$ cat src/rtl/elr_pkg.sv
`default_nettype none

package elr_pkg;

    // default field widths
    localparam int COORD_BITS_DEF  = 12;
    localparam int RADIUS_BITS_DEF = 10;

    // item action codes
    localparam logic ACT_START   = 1'b0;
    localparam logic ACT_ADVANCE = 1'b1;

    // index of the fourth mirrored pixel of a step
    localparam logic [1:0] LAST_PIXEL = 2'd3;

    // walk phase
    typedef enum logic [1:0] {
        PH_IDLE    = 2'd0,
        PH_REGION1 = 2'd1,
        PH_REGION2 = 2'd2
    } phase_t;

    // step engine sequencer
    typedef enum logic [4:0] {
        S_IDLE,
        S_LA,
        S_LB,
        S_LC,
        S_LD,
        S_BX,
        S_AY,
        S_EVAL,
        S_T1,
        S_T2,
        S_T3,
        S_T4,
        S_T5,
        S_T6,
        S_STEP,
        S_M1,
        S_M2,
        S_ACC,
        S_EMIT
    } state_t;

endpackage

`default_nettype wire

$ cat src/rtl/elr_if.sv
`default_nettype none

// command channel: one start or advance item per transfer
interface elr_in_if
    import elr_pkg::*;
#(
    parameter int COORD_BITS  = COORD_BITS_DEF,
    parameter int RADIUS_BITS = RADIUS_BITS_DEF
) ();
    logic                          valid;
    logic                          ready;
    logic                          action;
    logic signed [COORD_BITS-1:0]  center_x;
    logic signed [COORD_BITS-1:0]  center_y;
    logic        [RADIUS_BITS-1:0] radius_x;
    logic        [RADIUS_BITS-1:0] radius_y;

    modport source (output valid, action, center_x, center_y, radius_x, radius_y,
                    input ready);
    modport sink   (input valid, action, center_x, center_y, radius_x, radius_y,
                    output ready);
endinterface

// pixel channel: one pixel per transfer
interface elr_out_if
    import elr_pkg::*;
#(
    parameter int COORD_BITS = COORD_BITS_DEF
) ();
    logic                        valid;
    logic                        ready;
    logic signed [COORD_BITS:0]  pixel_x;
    logic signed [COORD_BITS:0]  pixel_y;
    logic                        last;

    modport source (output valid, pixel_x, pixel_y, last, input ready);
    modport sink   (input valid, pixel_x, pixel_y, last, output ready);
endinterface

`default_nettype wire

$ cat src/rtl/elr_front.sv
`default_nettype none

module elr_front
    import elr_pkg::*;
#(
    parameter int COORD_BITS  = COORD_BITS_DEF,
    parameter int RADIUS_BITS = RADIUS_BITS_DEF
) (
    input  wire logic clk,
    input  wire logic rst_n,
    elr_in_if.sink    item,
    elr_in_if.source  cmd
);

    localparam int QUEUE_DEPTH = 2;
    localparam int PTR_W       = $clog2(QUEUE_DEPTH);
    localparam int CNT_W       = $clog2(QUEUE_DEPTH + 1);

    logic                          act_q   [QUEUE_DEPTH];
    logic signed [COORD_BITS-1:0]  cx_q    [QUEUE_DEPTH];
    logic signed [COORD_BITS-1:0]  cy_q    [QUEUE_DEPTH];
    logic        [RADIUS_BITS-1:0] rx_q    [QUEUE_DEPTH];
    logic        [RADIUS_BITS-1:0] ry_q    [QUEUE_DEPTH];

    logic [PTR_W-1:0] wr_ptr_reg, wr_ptr_next;
    logic [PTR_W-1:0] rd_ptr_reg, rd_ptr_next;
    logic [CNT_W-1:0] count_reg, count_next;
    logic             push, pop;
    logic             is_start;

    // accept while there is room
    assign item.ready = (count_reg != CNT_W'(QUEUE_DEPTH));
    assign push       = item.valid && item.ready;
    assign pop        = cmd.valid && cmd.ready;

    // a start keeps its centre and radii, an advance carries none
    assign is_start = (item.action == ACT_START);

    // pointer and fill bookkeeping
    always_comb
    begin
        wr_ptr_next = wr_ptr_reg;
        rd_ptr_next = rd_ptr_reg;
        count_next  = count_reg;
        if (push)
        begin
            wr_ptr_next = (wr_ptr_reg == PTR_W'(QUEUE_DEPTH - 1)) ? '0 : wr_ptr_reg + 1'b1;
        end
        if (pop)
        begin
            rd_ptr_next = (rd_ptr_reg == PTR_W'(QUEUE_DEPTH - 1)) ? '0 : rd_ptr_reg + 1'b1;
        end
        case ({push, pop})
            2'b10:   count_next = count_reg + 1'b1;
            2'b01:   count_next = count_reg - 1'b1;
            default: count_next = count_reg;
        endcase
    end

    always_ff @(posedge clk or negedge rst_n)
    begin
        if (!rst_n)
        begin
            wr_ptr_reg <= '0;
            rd_ptr_reg <= '0;
            count_reg  <= '0;
        end
        else
        begin
            wr_ptr_reg <= wr_ptr_next;
            rd_ptr_reg <= rd_ptr_next;
            count_reg  <= count_next;
        end
    end

    // queue storage
    always_ff @(posedge clk)
    begin
        if (push)
        begin
            act_q[wr_ptr_reg] <= item.action;
            cx_q[wr_ptr_reg]  <= is_start ? item.center_x : '0;
            cy_q[wr_ptr_reg]  <= is_start ? item.center_y : '0;
            rx_q[wr_ptr_reg]  <= is_start ? item.radius_x : '0;
            ry_q[wr_ptr_reg]  <= is_start ? item.radius_y : '0;
        end
    end

    // head of queue towards the step engine
    assign cmd.valid    = (count_reg != '0);
    assign cmd.action   = act_q[rd_ptr_reg];
    assign cmd.center_x = cx_q[rd_ptr_reg];
    assign cmd.center_y = cy_q[rd_ptr_reg];
    assign cmd.radius_x = rx_q[rd_ptr_reg];
    assign cmd.radius_y = ry_q[rd_ptr_reg];

endmodule

`default_nettype wire

$ cat src/rtl/elr_back.sv
`default_nettype none

module elr_back
    import elr_pkg::*;
#(
    parameter int COORD_BITS  = COORD_BITS_DEF,
    parameter int RADIUS_BITS = RADIUS_BITS_DEF
) (
    input  wire logic  clk,
    input  wire logic  rst_n,
    elr_in_if.sink     cmd,
    elr_out_if.source  pixel
);

    localparam int W_W    = RADIUS_BITS + 1;        // walk offsets
    localparam int MA_W   = 2 * RADIUS_BITS;        // squared radii
    localparam int MB_W   = 2 * RADIUS_BITS + 4;    // squared midpoint offsets
    localparam int PROD_W = MA_W + MB_W;
    localparam int DEC_W  = 4 * RADIUS_BITS + 8;
    localparam int PIX_W  = COORD_BITS + 1;
    localparam int SUM_W  = (PIX_W > W_W + 1) ? PIX_W : W_W + 1;

    state_t state_reg, state_next;
    phase_t phase_reg;

    logic signed [COORD_BITS-1:0]  cx_reg, cy_reg;
    logic        [RADIUS_BITS-1:0] rx_reg, ry_reg;
    logic        [MA_W-1:0]        a2_reg, b2_reg;
    logic        [W_W-1:0]         x_reg, y_reg;
    logic signed [DEC_W-1:0]       p_reg;
    logic signed [DEC_W-1:0]       hold_reg;
    logic        [PROD_W-1:0]      prod_reg;
    logic                          xinc_reg, ydec_reg, fin_reg;
    logic        [1:0]             cnt_reg;

    logic                          out_valid_reg;
    logic signed [PIX_W-1:0]       out_x_reg, out_y_reg;
    logic                          out_last_reg;

    logic                    pop, load_pix, walk_active, region_change, walk_done;
    logic [MA_W-1:0]         mul_a;
    logic [MB_W-1:0]         mul_b;
    logic [PROD_W-1:0]       mul_p;
    logic signed [DEC_W-1:0] prod_s, a2_s, b2_s, inc_s;
    logic                    xi, yd;
    logic [SUM_W-1:0]        cx_ext, cy_ext, x_ext, y_ext, px_sum, py_sum;

    assign walk_active = (phase_reg == PH_REGION1) || (phase_reg == PH_REGION2);
    assign pop         = (state_reg == S_IDLE) && cmd.valid;
    assign load_pix    = (state_reg == S_EMIT) && (!out_valid_reg || pixel.ready);

    // signed views of the unsigned products and squares
    assign prod_s = signed'(DEC_W'(prod_reg));
    assign a2_s   = signed'(DEC_W'(a2_reg));
    assign b2_s   = signed'(DEC_W'(b2_reg));

    // region 1 ends once ry^2*x exceeds rx^2*y
    assign region_change = (phase_reg == PH_REGION1) && (hold_reg > prod_s);
    assign walk_done     = (phase_reg == PH_REGION2) && (y_reg == '0);

    // step direction from the current decision
    assign xi = (phase_reg == PH_REGION1) ? 1'b1 : (p_reg <= 0);
    assign yd = (phase_reg == PH_REGION1) ? (p_reg >= 0) : 1'b1;

    // decision increment, quarter scale
    always_comb
    begin
        inc_s = (phase_reg == PH_REGION2) ? a2_s : b2_s;
        if (xinc_reg)
        begin
            inc_s = inc_s + (hold_reg <<< 1);
        end
        if (ydec_reg)
        begin
            inc_s = inc_s - (prod_s <<< 1);
        end
    end

    // next state
    always_comb
    begin
        state_next = state_reg;
        case (state_reg)
            S_IDLE:
            begin
                if (cmd.valid)
                begin
                    if (cmd.action == ACT_START)
                    begin
                        state_next = S_LA;
                    end
                    else if (walk_active)
                    begin
                        state_next = S_BX;
                    end
                end
            end
            S_LA:    state_next = S_LB;
            S_LB:    state_next = S_LC;
            S_LC:    state_next = S_LD;
            S_LD:    state_next = S_IDLE;
            S_BX:    state_next = S_AY;
            S_AY:    state_next = S_EVAL;
            S_EVAL:  state_next = region_change ? S_T1 : S_STEP;
            S_T1:    state_next = S_T2;
            S_T2:    state_next = S_T3;
            S_T3:    state_next = S_T4;
            S_T4:    state_next = S_T5;
            S_T5:    state_next = S_T6;
            S_T6:    state_next = S_STEP;
            S_STEP:  state_next = walk_done ? S_IDLE : S_M1;
            S_M1:    state_next = S_M2;
            S_M2:    state_next = S_ACC;
            S_ACC:   state_next = S_EMIT;
            S_EMIT:
            begin
                if (load_pix && (cnt_reg == LAST_PIXEL))
                begin
                    state_next = S_IDLE;
                end
            end
            default: state_next = S_IDLE;
        endcase
    end

    // shared multiplier operands
    always_comb
    begin
        mul_a = '0;
        mul_b = '0;
        case (state_reg)
            S_LA:
            begin
                mul_a = MA_W'(rx_reg);
                mul_b = MB_W'(rx_reg);
            end
            S_LB:
            begin
                mul_a = MA_W'(ry_reg);
                mul_b = MB_W'(ry_reg);
            end
            S_LC:
            begin
                mul_a = a2_reg;
                mul_b = MB_W'(ry_reg);
            end
            S_BX, S_M1:
            begin
                mul_a = b2_reg;
                mul_b = MB_W'(x_reg);
            end
            S_AY, S_M2:
            begin
                mul_a = a2_reg;
                mul_b = MB_W'(y_reg);
            end
            S_T1:
            begin
                mul_a = MA_W'({x_reg, 1'b1});
                mul_b = MB_W'({x_reg, 1'b1});
            end
            S_T2:
            begin
                mul_a = b2_reg;
                mul_b = prod_reg[MB_W-1:0];
            end
            S_T3:
            begin
                mul_a = MA_W'(y_reg - 1'b1);
                mul_b = MB_W'(y_reg - 1'b1);
            end
            S_T4:
            begin
                mul_a = a2_reg;
                mul_b = prod_reg[MB_W-1:0];
            end
            S_T5:
            begin
                mul_a = a2_reg;
                mul_b = MB_W'(b2_reg);
            end
            default:
            begin
                mul_a = '0;
                mul_b = '0;
            end
        endcase
    end

    assign mul_p = mul_a * mul_b;

    // sequencer and phase
    always_ff @(posedge clk or negedge rst_n)
    begin
        if (!rst_n)
        begin
            state_reg <= S_IDLE;
            phase_reg <= PH_IDLE;
        end
        else
        begin
            state_reg <= state_next;
            case (state_reg)
                S_LD:    phase_reg <= (ry_reg == '0) ? PH_IDLE : PH_REGION1;
                S_T6:    phase_reg <= PH_REGION2;
                S_STEP:
                begin
                    if (walk_done)
                    begin
                        phase_reg <= PH_IDLE;
                    end
                end
                S_ACC:
                begin
                    if (y_reg == '0)
                    begin
                        phase_reg <= PH_IDLE;
                    end
                end
                default: phase_reg <= phase_reg;
            endcase
        end
    end

    // walk datapath
    always_ff @(posedge clk or negedge rst_n)
    begin
        if (!rst_n)
        begin
            cx_reg <= '0;
            cy_reg <= '0;
            a2_reg <= '0;
            b2_reg <= '0;
            x_reg  <= '0;
            y_reg  <= '0;
            p_reg  <= '0;
        end
        else
        begin
            case (state_reg)
                S_IDLE:
                begin
                    if (pop && (cmd.action == ACT_START))
                    begin
                        cx_reg <= cmd.center_x;
                        cy_reg <= cmd.center_y;
                    end
                end
                S_LB:    a2_reg <= prod_reg[MA_W-1:0];
                S_LC:    b2_reg <= prod_reg[MA_W-1:0];
                S_LD:
                begin
                    p_reg <= (b2_s <<< 2) - (prod_s <<< 2) + a2_s;
                    x_reg <= '0;
                    y_reg <= W_W'(ry_reg);
                end
                S_T6:    p_reg <= hold_reg - (prod_s <<< 2);
                S_STEP:
                begin
                    if (!walk_done)
                    begin
                        x_reg <= x_reg + W_W'(xi);
                        y_reg <= y_reg - W_W'(yd);
                    end
                end
                S_ACC:   p_reg <= p_reg + (inc_s <<< 2);
                default: p_reg <= p_reg;
            endcase
        end
    end

    // working registers of one step
    always_ff @(posedge clk)
    begin
        if (pop)
        begin
            rx_reg <= cmd.radius_x;
            ry_reg <= cmd.radius_y;
        end
        case (state_reg)
            S_LA, S_LB, S_LC, S_BX, S_AY, S_T1, S_T2, S_T3, S_T4, S_T5, S_M1, S_M2:
            begin
                prod_reg <= mul_p;
            end
            default: prod_reg <= prod_reg;
        endcase
        case (state_reg)
            S_AY, S_T3, S_M2: hold_reg <= prod_s;
            S_T5:             hold_reg <= hold_reg + (prod_s <<< 2);
            default:          hold_reg <= hold_reg;
        endcase
        if (state_reg == S_STEP)
        begin
            xinc_reg <= xi;
            ydec_reg <= yd;
        end
        if (state_reg == S_ACC)
        begin
            fin_reg <= (y_reg == '0);
        end
    end

    // mirrored pixel of the current point
    assign cx_ext = SUM_W'(cx_reg);
    assign cy_ext = SUM_W'(cy_reg);
    assign x_ext  = SUM_W'(x_reg);
    assign y_ext  = SUM_W'(y_reg);
    assign px_sum = cnt_reg[0] ? (cx_ext - x_ext) : (cx_ext + x_ext);
    assign py_sum = cnt_reg[1] ? (cy_ext - y_ext) : (cy_ext + y_ext);

    // pixel counter and output register
    always_ff @(posedge clk or negedge rst_n)
    begin
        if (!rst_n)
        begin
            cnt_reg       <= '0;
            out_valid_reg <= 1'b0;
        end
        else
        begin
            if (state_reg == S_ACC)
            begin
                cnt_reg <= '0;
            end
            else if (load_pix)
            begin
                cnt_reg <= cnt_reg + 1'b1;
            end
            if (load_pix)
            begin
                out_valid_reg <= 1'b1;
            end
            else if (pixel.ready)
            begin
                out_valid_reg <= 1'b0;
            end
        end
    end

    always_ff @(posedge clk)
    begin
        if (load_pix)
        begin
            out_x_reg    <= px_sum[PIX_W-1:0];
            out_y_reg    <= py_sum[PIX_W-1:0];
            out_last_reg <= fin_reg && (cnt_reg == LAST_PIXEL);
        end
    end

    // outputs
    always_comb
    begin
        cmd.ready     = (state_reg == S_IDLE);
        pixel.valid   = out_valid_reg;
        pixel.pixel_x = out_x_reg;
        pixel.pixel_y = out_y_reg;
        pixel.last    = out_last_reg;
    end

endmodule

`default_nettype wire

$ cat src/rtl/midpoint_ellipse_raster.sv
`default_nettype none

// channel  dir  transfer carries
// item     in   action, center_x, center_y, radius_x, radius_y
// pixel    out  pixel_x, pixel_y, last (four transfers per step)
//
// items go through a two-entry queue; the step engine takes one at a time
// a start runs the engine states LA, LB, LC and LD (three products on the shared multiplier)
// an advance runs BX, AY, EVAL, STEP, M1, M2 and ACC, then EMIT for each of the four pixels, with T1
// to T6 added on the step that enters region 2, its products all on the single shared multiplier
// reset clears queue, sequencer and walk; a stalled pixel sink holds the engine
// only once it has a new pixel to load

module midpoint_ellipse_raster
    import elr_pkg::*;
#(
    parameter int COORD_BITS  = COORD_BITS_DEF,
    parameter int RADIUS_BITS = RADIUS_BITS_DEF
) (
    input  wire logic  clk,
    input  wire logic  rst_n,
    elr_in_if.sink     item,
    elr_out_if.source  pixel
);

    elr_in_if #(.COORD_BITS(COORD_BITS), .RADIUS_BITS(RADIUS_BITS)) cmd_q ();

    elr_front #(
        .COORD_BITS  (COORD_BITS),
        .RADIUS_BITS (RADIUS_BITS)
    ) u_front (
        .clk   (clk),
        .rst_n (rst_n),
        .item  (item),
        .cmd   (cmd_q)
    );

    elr_back #(
        .COORD_BITS  (COORD_BITS),
        .RADIUS_BITS (RADIUS_BITS)
    ) u_back (
        .clk   (clk),
        .rst_n (rst_n),
        .cmd   (cmd_q),
        .pixel (pixel)
    );

endmodule

`default_nettype wire

$ cat src/flat_wrapper.sv
// flat-port wrapper written by rule: the top's interface ports become plain ports
module midpoint_ellipse_raster_flat import elr_pkg::*;
#(
    parameter int COORD_BITS  = COORD_BITS_DEF,
    parameter int RADIUS_BITS = RADIUS_BITS_DEF
)
  (clk, rst_n, item_valid, item_action, item_center_x, item_center_y, item_radius_x, item_radius_y, item_ready, pixel_valid, pixel_pixel_x, pixel_pixel_y, pixel_last, pixel_ready);
  elr_in_if #(.COORD_BITS(COORD_BITS), .RADIUS_BITS(RADIUS_BITS)) item_i ();
  elr_out_if #(.COORD_BITS(COORD_BITS)) pixel_i ();
  input  wire logic clk;
  input  wire logic rst_n;
  input wire logic [$bits(item_i.valid)-1:0] item_valid;
  input wire logic [$bits(item_i.action)-1:0] item_action;
  input wire logic [$bits(item_i.center_x)-1:0] item_center_x;
  input wire logic [$bits(item_i.center_y)-1:0] item_center_y;
  input wire logic [$bits(item_i.radius_x)-1:0] item_radius_x;
  input wire logic [$bits(item_i.radius_y)-1:0] item_radius_y;
  output wire logic [$bits(item_i.ready)-1:0] item_ready;
  output wire logic [$bits(pixel_i.valid)-1:0] pixel_valid;
  output wire logic [$bits(pixel_i.pixel_x)-1:0] pixel_pixel_x;
  output wire logic [$bits(pixel_i.pixel_y)-1:0] pixel_pixel_y;
  output wire logic [$bits(pixel_i.last)-1:0] pixel_last;
  input wire logic [$bits(pixel_i.ready)-1:0] pixel_ready;
  assign item_i.valid = item_valid;
  assign item_i.action = item_action;
  assign item_i.center_x = item_center_x;
  assign item_i.center_y = item_center_y;
  assign item_i.radius_x = item_radius_x;
  assign item_i.radius_y = item_radius_y;
  assign item_ready = item_i.ready;
  assign pixel_valid = pixel_i.valid;
  assign pixel_pixel_x = pixel_i.pixel_x;
  assign pixel_pixel_y = pixel_i.pixel_y;
  assign pixel_last = pixel_i.last;
  assign pixel_i.ready = pixel_ready;
  midpoint_ellipse_raster #(.COORD_BITS(COORD_BITS), .RADIUS_BITS(RADIUS_BITS)) u_core (.clk(clk), .rst_n(rst_n), .item(item_i), .pixel(pixel_i));
endmodule
$ cat config.mk
export PLATFORM = sky130hd
export DESIGN_NAME = midpoint_ellipse_raster_flat
export DESIGN_NICKNAME = d
export VERILOG_FILES = /design/src/rtl/elr_pkg.sv /design/src/rtl/elr_if.sv /design/src/rtl/elr_front.sv /design/src/rtl/elr_back.sv /design/src/rtl/midpoint_ellipse_raster.sv /design/src/flat_wrapper.sv
export SDC_FILE = /design/constraint.sdc
export NUM_CORES = 2
export LEC_CHECK = 0
export BUFFER_PORTS_ARGS = -buffer_cell sky130_fd_sc_hd__buf_2
export CORE_ASPECT_RATIO = 0.8
export CORE_MARGIN = 2
export CORE_UTILIZATION = 45
export DETAILED_ROUTE_END_ITERATION = 10
export MAX_ROUTING_LAYER = met4
export SYNTH_ARGS = -nofsm -noshare
export SYNTH_HDL_FRONTEND = slang
export SYNTH_SLANG_ARGS = --single-unit
export TNS_END_PERCENT = 100
$ cat constraint.sdc
create_clock -name clk -period 8 [get_ports clk]
set_input_delay 0.4 -clock clk [delete_from_list [all_inputs] [get_ports clk]]
set_output_delay 0.4 -clock clk [all_outputs]
set_load 0.03 [all_outputs]
### Yosys cells after proc, flatten, opt, wreduce, memory -nomap -nowiden

Memory sizes are Yosys's and may differ from the RTL's. A register that Yosys moved wholly into a read port is not among the register bits.
Cells that the tools add are included.

| storage, ports and cells | value |
|---|---|
| register bits after elaboration | 246 |
| bits in writable memories | 90 |
| bits of input ports | 49 |
| memories | 5 |

| operators by class | value |
|---|---|
| $add $sub $neg | 20 |
| multipliers | 1 |
| order comparisons | 3 |
| equal/unequal tests | 30 |
| muxes and demuxes | 39 |
| bitwise operators | 1 |
| reductions and logical operators | 36 |

Memories:

| memory | depth | width | read ports | clocked after memory_dff | write ports | line | text |
|---|---|---|---|---|---|---|---|
| u_core.u_front.cx_q | 2 | 12 | 1 | 1 | 1 | elr_front.sv:20 | `logic signed [COORD_BITS-1:0] cx_q [QUEUE_DEPTH];` |
| u_core.u_front.cy_q | 2 | 12 | 1 | 1 | 1 | elr_front.sv:21 | `logic signed [COORD_BITS-1:0] cy_q [QUEUE_DEPTH];` |
| u_core.u_front.rx_q | 2 | 10 | 1 | 1 | 1 | elr_front.sv:22 | `logic [RADIUS_BITS-1:0] rx_q [QUEUE_DEPTH];` |
| u_core.u_front.ry_q | 2 | 10 | 1 | 1 | 1 | elr_front.sv:23 | `logic [RADIUS_BITS-1:0] ry_q [QUEUE_DEPTH];` |
| u_core.u_front.act_q | 2 | 1 | 1 | 0 | 1 | elr_front.sv:19 | `logic act_q [QUEUE_DEPTH];` |

Operators with widths:

| kind | count |
|---|---|
| case mux 24 bit (8 select lines) | 1 |
| case mux 48 bit (3 select lines) | 1 |
| case mux 20 bit (6 select lines) | 1 |
| case mux 48 bit (2 select lines) | 1 |
| 2-to-1 mux 46 bit | 2 |
| case mux 5 bit (18 select lines) | 1 |
| adder 47 x 21 -> 48 bit | 1 |
| adder 48 x 47 -> 48 bit | 1 |
| adder 48 bit | 1 |
| greater-or-equal comparator 48 x 1 -> 1 bit (second input constant) | 1 |
| > comparator 48 x 45 -> 1 bit | 1 |
| <= comparator 48 x 1 -> 1 bit (second input constant) | 1 |
| subtractor 48 x 47 -> 48 bit | 1 |
| subtractor 22 x 46 -> 47 bit | 1 |
| adder 21 x 46 -> 46 bit | 1 |
| subtractor 46 bit | 1 |
| multiplier 20 x 24 -> 44 bit | 1 |
| case mux 11 bit (2 select lines) | 2 |
| equality test 5 x 4 -> 1 bit (second input constant) | 8 |
| adder 12 x 12 -> 13 bit | 2 |
| 2-to-1 mux 13 bit | 2 |
| subtractor 12 x 12 -> 13 bit | 2 |
| 2-to-1 mux 12 bit | 2 |
| subtractor 11 x 1 -> 12 bit (second input constant) | 2 |
| other kinds (40) | 92 |

### Depth between registers and ports, before layout

| logic depth | value |
|---|---|
| word-level depth | 8 |
| gate-level depth with buffers | 41 |
| depth with buffers taken out | 38 |

### Modules after synthesis

Synthesis repeated with hierarchy kept, for this count alone.

| second synthesis, totals | value |
|---|---|
| cells, all modules | 5503 |
| area, all modules | 48416.4 µm² |

Modules (own cells, without submodules):

| module | instances | cells each | area an instance (µm²) | seq. area each (µm²) |
|---|---|---|---|---|
| elr_back | 1 | 5298 | 44635.3 | 7867.5 |
| elr_front | 1 | 205 | 3781.1 | 2802.7 |

### Worst setup path after synthesis

No wires, ideal clock.

| path | value |
|---|---|
| path type | reg2reg |
| start point | register u_core.u_back.y_reg[2] |
| end point | register u_core.u_back.prod_reg[42], data pin |
| setup time | 0.135 ns |
| arrival time | 8.588 ns |
| required time | 7.865 ns |
| setup slack | -0.722 ns |
| stages on the path, launching flop included | 34 |
| buffers on the path | 2 |
| period minus slack after synthesis | 8.722 ns |
| cell sequence | dfrtp_1 clkbuf_1 nor2_1 nand3_1 nor3_1 nand2_1 xor2_1 o21ai_0 a221oi_1 clkbuf_1 nor2_1 fa_1 inv_1 fa_1 fa_1 fa_1 inv_1 fa_1 fa_1 inv_1 fa_1 inv_1 ha_1 a21o_1 a21o_1 a21o_1 a211oi_1 a2bb2oi_1 a211o_1 a31oi_1 a221o_1 a21o_1 or4_1 nand3_1 |

| between the ends | value |
|---|---|
| cells in the longest elaborated chain, start to end | 3 |
| elaborated cells between the ends (all ways) | 5 |
| those cells by class | add/sub (2); mul (1); mux (2) |

Ends and longest elaborated chain:

| what | line | text |
|---|---|---|
| start, declared | elr_back.sv:29 | `logic [W_W-1:0] x_reg, y_reg;` |
| start signal, assigned | elr_back.sv:255 | `y_reg <= W_W'(ry_reg);` |
| start signal, assigned | elr_back.sv:263 | `y_reg <= y_reg - W_W'(yd);` |
| subtractor 11 x 1 -> 12 bit | elr_back.sv:169, elr_back.sv:170 |  |
| case mux 24 bit (8 select lines) or case mux 20 bit (6 select lines) (tied branches) | elr_back.sv:131 | `case (state_reg)` |
| multiplier 20 x 24 -> 44 bit (*) | elr_back.sv:190 | `assign mul_p = mul_a * mul_b;` |
| named net u_core.u_back.mul_p[42] | elr_back.sv:43 | `logic [PROD_W-1:0] mul_p;` |
| end signal, assigned | elr_back.sv:283 | `prod_reg <= mul_p;` |
| end signal, assigned | elr_back.sv:285 | `default: prod_reg <= prod_reg;` |
| end, declared | elr_back.sv:32 | `logic [PROD_W-1:0] prod_reg;` |

The timed path passes the listed nets; every way through them passes the cells marked *.
A chain may end at the register's enable or synchronous reset.

### Final worst setup path

| path | value |
|---|---|
| start point | register u_core.u_back.y_reg[1] |
| end point | register u_core.u_back.prod_reg[42], data pin |

The elaborated chain is that of the path after synthesis.

==> reports/results.env <==
WHS_PATH_DEPTH=2
SYNTHESIS.AREA_SQ_UM=49000
SLEW_VIOLATIONS=0
SYNTH.FF_LATCH_COUNT=380
SYNTH_CELLS=5633
RUN_STATUS='finished with violations'
CTS_BUFFER_DEPTH=3
DIE_WIDTH_MICRONS=373
CRITICAL_PATH.SLOWEST_CELL='fa_1'
MAX_FREQUENCY_MHz=117
WORST_SLACK_NS=-0.537
CPMOSTUSEDCELL='fa_1'
DRC=0
NUMBER_OF_SINKS_HANDLED_BY_CLOCK_TREE_SYNTHESIS=380
PROPORTION_OF_SYNTHESIZED_FLIP_FLOPS_HAVING_ASYNCHRONOUS_SET_OR_RESET_PCT=38.9
FP.DIEAREA_SQ_UM=112000
WORSTHOLDSTART='item_center_x[3]'
INITIAL_ANTENNA_VIOLATION_COUNT=4
MAXIMUM_NUMBER_OF_PINS_ON_ONE_NET_BEFORE_GLOBAL_ROUTE_REPAIR=80
FLOORPLAN.ROWS=108
CRITPATHMAXFANOUT=10
WORST-R2R-SETUP-SLACK_NS=-0.54
EDFF_COUNT_SYNTH=232
FLOORPLAN.IO_PINS=78
FLOORPLAN.DIE.HEIGHT_MICRONS=299
TRITONCTS_CLOCK_TREE='done'
TOTALWIRELENGTH_MICRONS=206000
SYNTH.LARGEST_AREA_CELL='fa_1'
MAX_STAGE_DELAY_NS=0.57
RSZ0062_AT_GRT='true'
FIN_WORST_SKEW_NS=0.0771
WL_MET2_MICRONS=81400
CLK_LATENCY_NS=0.67
CLK_ROOT_BUFFER_CELL='clkbuf_16'
LAYOUT_MIN_CYCLE_TIME_NS=8.54
CORE_AREA_SQ_UM=108000
FRACTION_OF_THE_CORE_AREA_COVERED_BY_CELLS_AT_THE_END_OF_THE_FLOW_PCT=57.9
DETAILEDROUTE.FIRSTITERATIONVIOLATIONS=5653
SYNTHESIS.AREA_PER_INSTANCE_SQ_UM=8.70
POST_ROUTE_CELLS_DRIVE_ABOVE_1_SHARE_PCT=25.6
NETLIST_TOP_CELLS_COUNT='inv_1 (600), nor2_1 (540), nand2_1 (539)'
SETUP.WORST_PATH.CLASS='flip-flop to flip-flop'
VIOLATIONS_IN_THE_FINAL_REPORTS='setup timing'
SETUP_VIOLATIONS=13
YOSYS_WARNINGS=0
SYNTHESIS.NETS=6549
VIA_TOTAL_AFTER_DETAILED_ROUTING=47200
WORST_EP_ARRIVAL_TIME_NS=9.00
H-TREE-DEPTH=2
WIRE_LENGTH_ON_MET3_MICRONS=25800
MAXUSEDROUTINGLAYER='met4'
WORST_R2R_ENDPOINT='u_core.u_back.prod_reg[42]'
SYN_TO_FINAL_GROWTH_PCT=28.0
MAXCAPVIOLATIONS=0
GRT.OVERFLOW.TOTAL=0
IO_BUFFER_COUNT=77
TIMING.HOLD.WORST_ENDPOINT='u_core.u_front.cx_q[1][3]'
NUMCTSBUFFERS=46
WORST_SLEW_MARGIN_REL_PCT=22.1
TIMING.RR.START='u_core.u_back.y_reg[1]'
GRT_PASS1_WL_MICRONS=299000
DP_HPWL_MICRONS=169000
FINAL_MIN_PERIOD_OVER_CLOCK_PERIOD_PCT=107
YS_SEQ_AREA_SHARE_PCT=21.8
MIN_PATH_TYPE='primary input to flip-flop'
SYNTHFLOPTYPE='edfxtp_1'
SYNTHTOPCELLSBYAREA='fa_1 (16%), edfxtp_1 (14%), ha_1 (12%)'
SYNTH.MOST_COMMON_CELL='inv_1'
FF2FF_PATH_DEPTH=29
CP_REQUIRED_NS=8.47
HOLD_VIOL=0
CRITICAL_PATH.STARTPOINT_TYPE='flip-flop'
WIRE_PER_INST_MICRONS=25.9
GRT_UTIL_ALL_LAYERS_PCT=37.1
CRITPATHCAPTURETYPE='flip-flop'
FLOORPLAN.INITIALDENSITY_PCT=45.3
VIAS_IN_THE_FIRST_GLOBAL_ROUTE=45000
TIGHTEST_SLEW_NS=1.17
DETAIL_ROUTE.FIRST_PASS.ITERATIONS=6
NETS=7373
CTS_CLK_PIN_SLEW_WORST_PATHS_NS=0.06
MET1WIRELENGTH_MICRONS=92700
DRT.ANTENNA.VIOLATING_NETS=0
FINALWEIGHTEDCONGESTION=1.07
YOSYS.CELL_TYPES.COUNT=94
SYNTH_TOP_CELL_AREA_SHARE_PCT=16.4
DETAIL_ROUTE.VIAS_PER_CELL=5.95
## cell families (layout without fill, tap and decap cells)
logic type / after synthesis / after routing / share of synthesized area [%]
other: 0 / 6 / 0
buffers and inverters: 866 / 1728 / 6.65
adder cells (fa/ha/maj): 867 / 867 / 28.3
AND/OR/NAND/NOR: 1672 / 1672 / 15.7
flip-flops: 380 / 380 / 21.8
AO/OA/AOI/OAI: 1327 / 1327 / 17.6
multiplexers: 158 / 158 / 3.52
XOR/XNOR: 363 / 363 / 6.49
## metrics by stage
step                      setup WS [ns]  hold slack (ns)  cell area, sq um  TNS [ns]  std cells
after global placement           -0.968            0.350             57600    -16.92       7753
after CTS                        -0.321           0.0421             61100     -2.33       7896
after detailed placement         -0.879            0.353             57600    -16.67       7753
after floorplan                 -0.0633            0.104             49300   -0.0633       5633
after global routing             -0.738           0.0574             62700     -8.28       7929
final                            -0.537           0.0782             62700     -3.21       7931
## layout make-up
class                           instances  area (sq um)
Fill cell                            9660         45500
Antenna cell                            6          15.0
Timing Repair Buffer                 1038          8620
Sequential cell                       380         10700
Clock buffer                           59          1300
Inverter                              604          2270
Multi-Input combinational cell       4387         37700
Tap cell                             1430          1790
Clock inverter                         27           393
## worst max path at each step
stage | from | to | slack [ns] | cells after the start
6_report | u_core.u_back.y_reg[1] | u_core.u_back.prod_reg[42] | -0.54 | 29
5_1_grt | u_core.u_back.y_reg[1] | u_core.u_back.prod_reg[42] | -0.74 | 30
4_1_cts | u_core.u_back.state_reg[1] | u_core.u_back.prod_reg[28] | -0.32 | 37
3_5_place_dp | u_core.u_back.phase_reg[0] | u_core.u_back.p_reg[41] | -0.88 | 42
3_3_place_gp | u_core.u_back.phase_reg[0] | u_core.u_back.p_reg[41] | -0.97 | 42
2_1_floorplan | u_core.u_back.state_reg[4] | u_core.u_back.prod_reg[42] | -0.06 | 31
## worst max-delay path: cells and delay by family, from the launching register on
kind	cells	cell delay (ns)
compound gates	8	1.88
fa+ha+maj	8	3.91
buf+inv	7	0.85
flops	1	0.42
simple gates	6	1.30
## repair_timing
item	4_1_cts	5_1_grt
setup endpoints to repair	47	46
cloned	2	0
buffers inserted	57	46
gates resized for setup	263	281
pin swaps	109	199
hold buffers	1	0
hold endpoints to repair	39	0
## layer usage
| metal | vias up | track usage [%] |
|---|---|---|
| met5 | - | - |
| met4 | 0 | 8.17 |
| met3 | 272 | 9.78 |
| met2 | 2390 | 49.7 |
| met1 | 23300 | 55.2 |
| li1 | 21200 | - |
## cell usage in the layout (no fill, tap or decap), types with 102 or more instances in the layout
cell type | synthesis | layout
nand2_1 | 539 | 516
nor2_1 | 540 | 503
inv_1 | 600 | 587
a21o_1 | 142 | 141
fa_1 | 401 | 385
ha_1 | 466 | 413
dfrtp_1 | 148 | 141
o21ai_0 | 259 | 224
edfxtp_1 | 232 | 232
xnor2_1 | 262 | 254
buf_4 | 0 | 841
a21oi_1 | 397 | 334
mux2_2 | 114 | 102
Power is not shown: default switching activity piles up to over one toggle a cycle in this logic, so the estimate is an artifact.
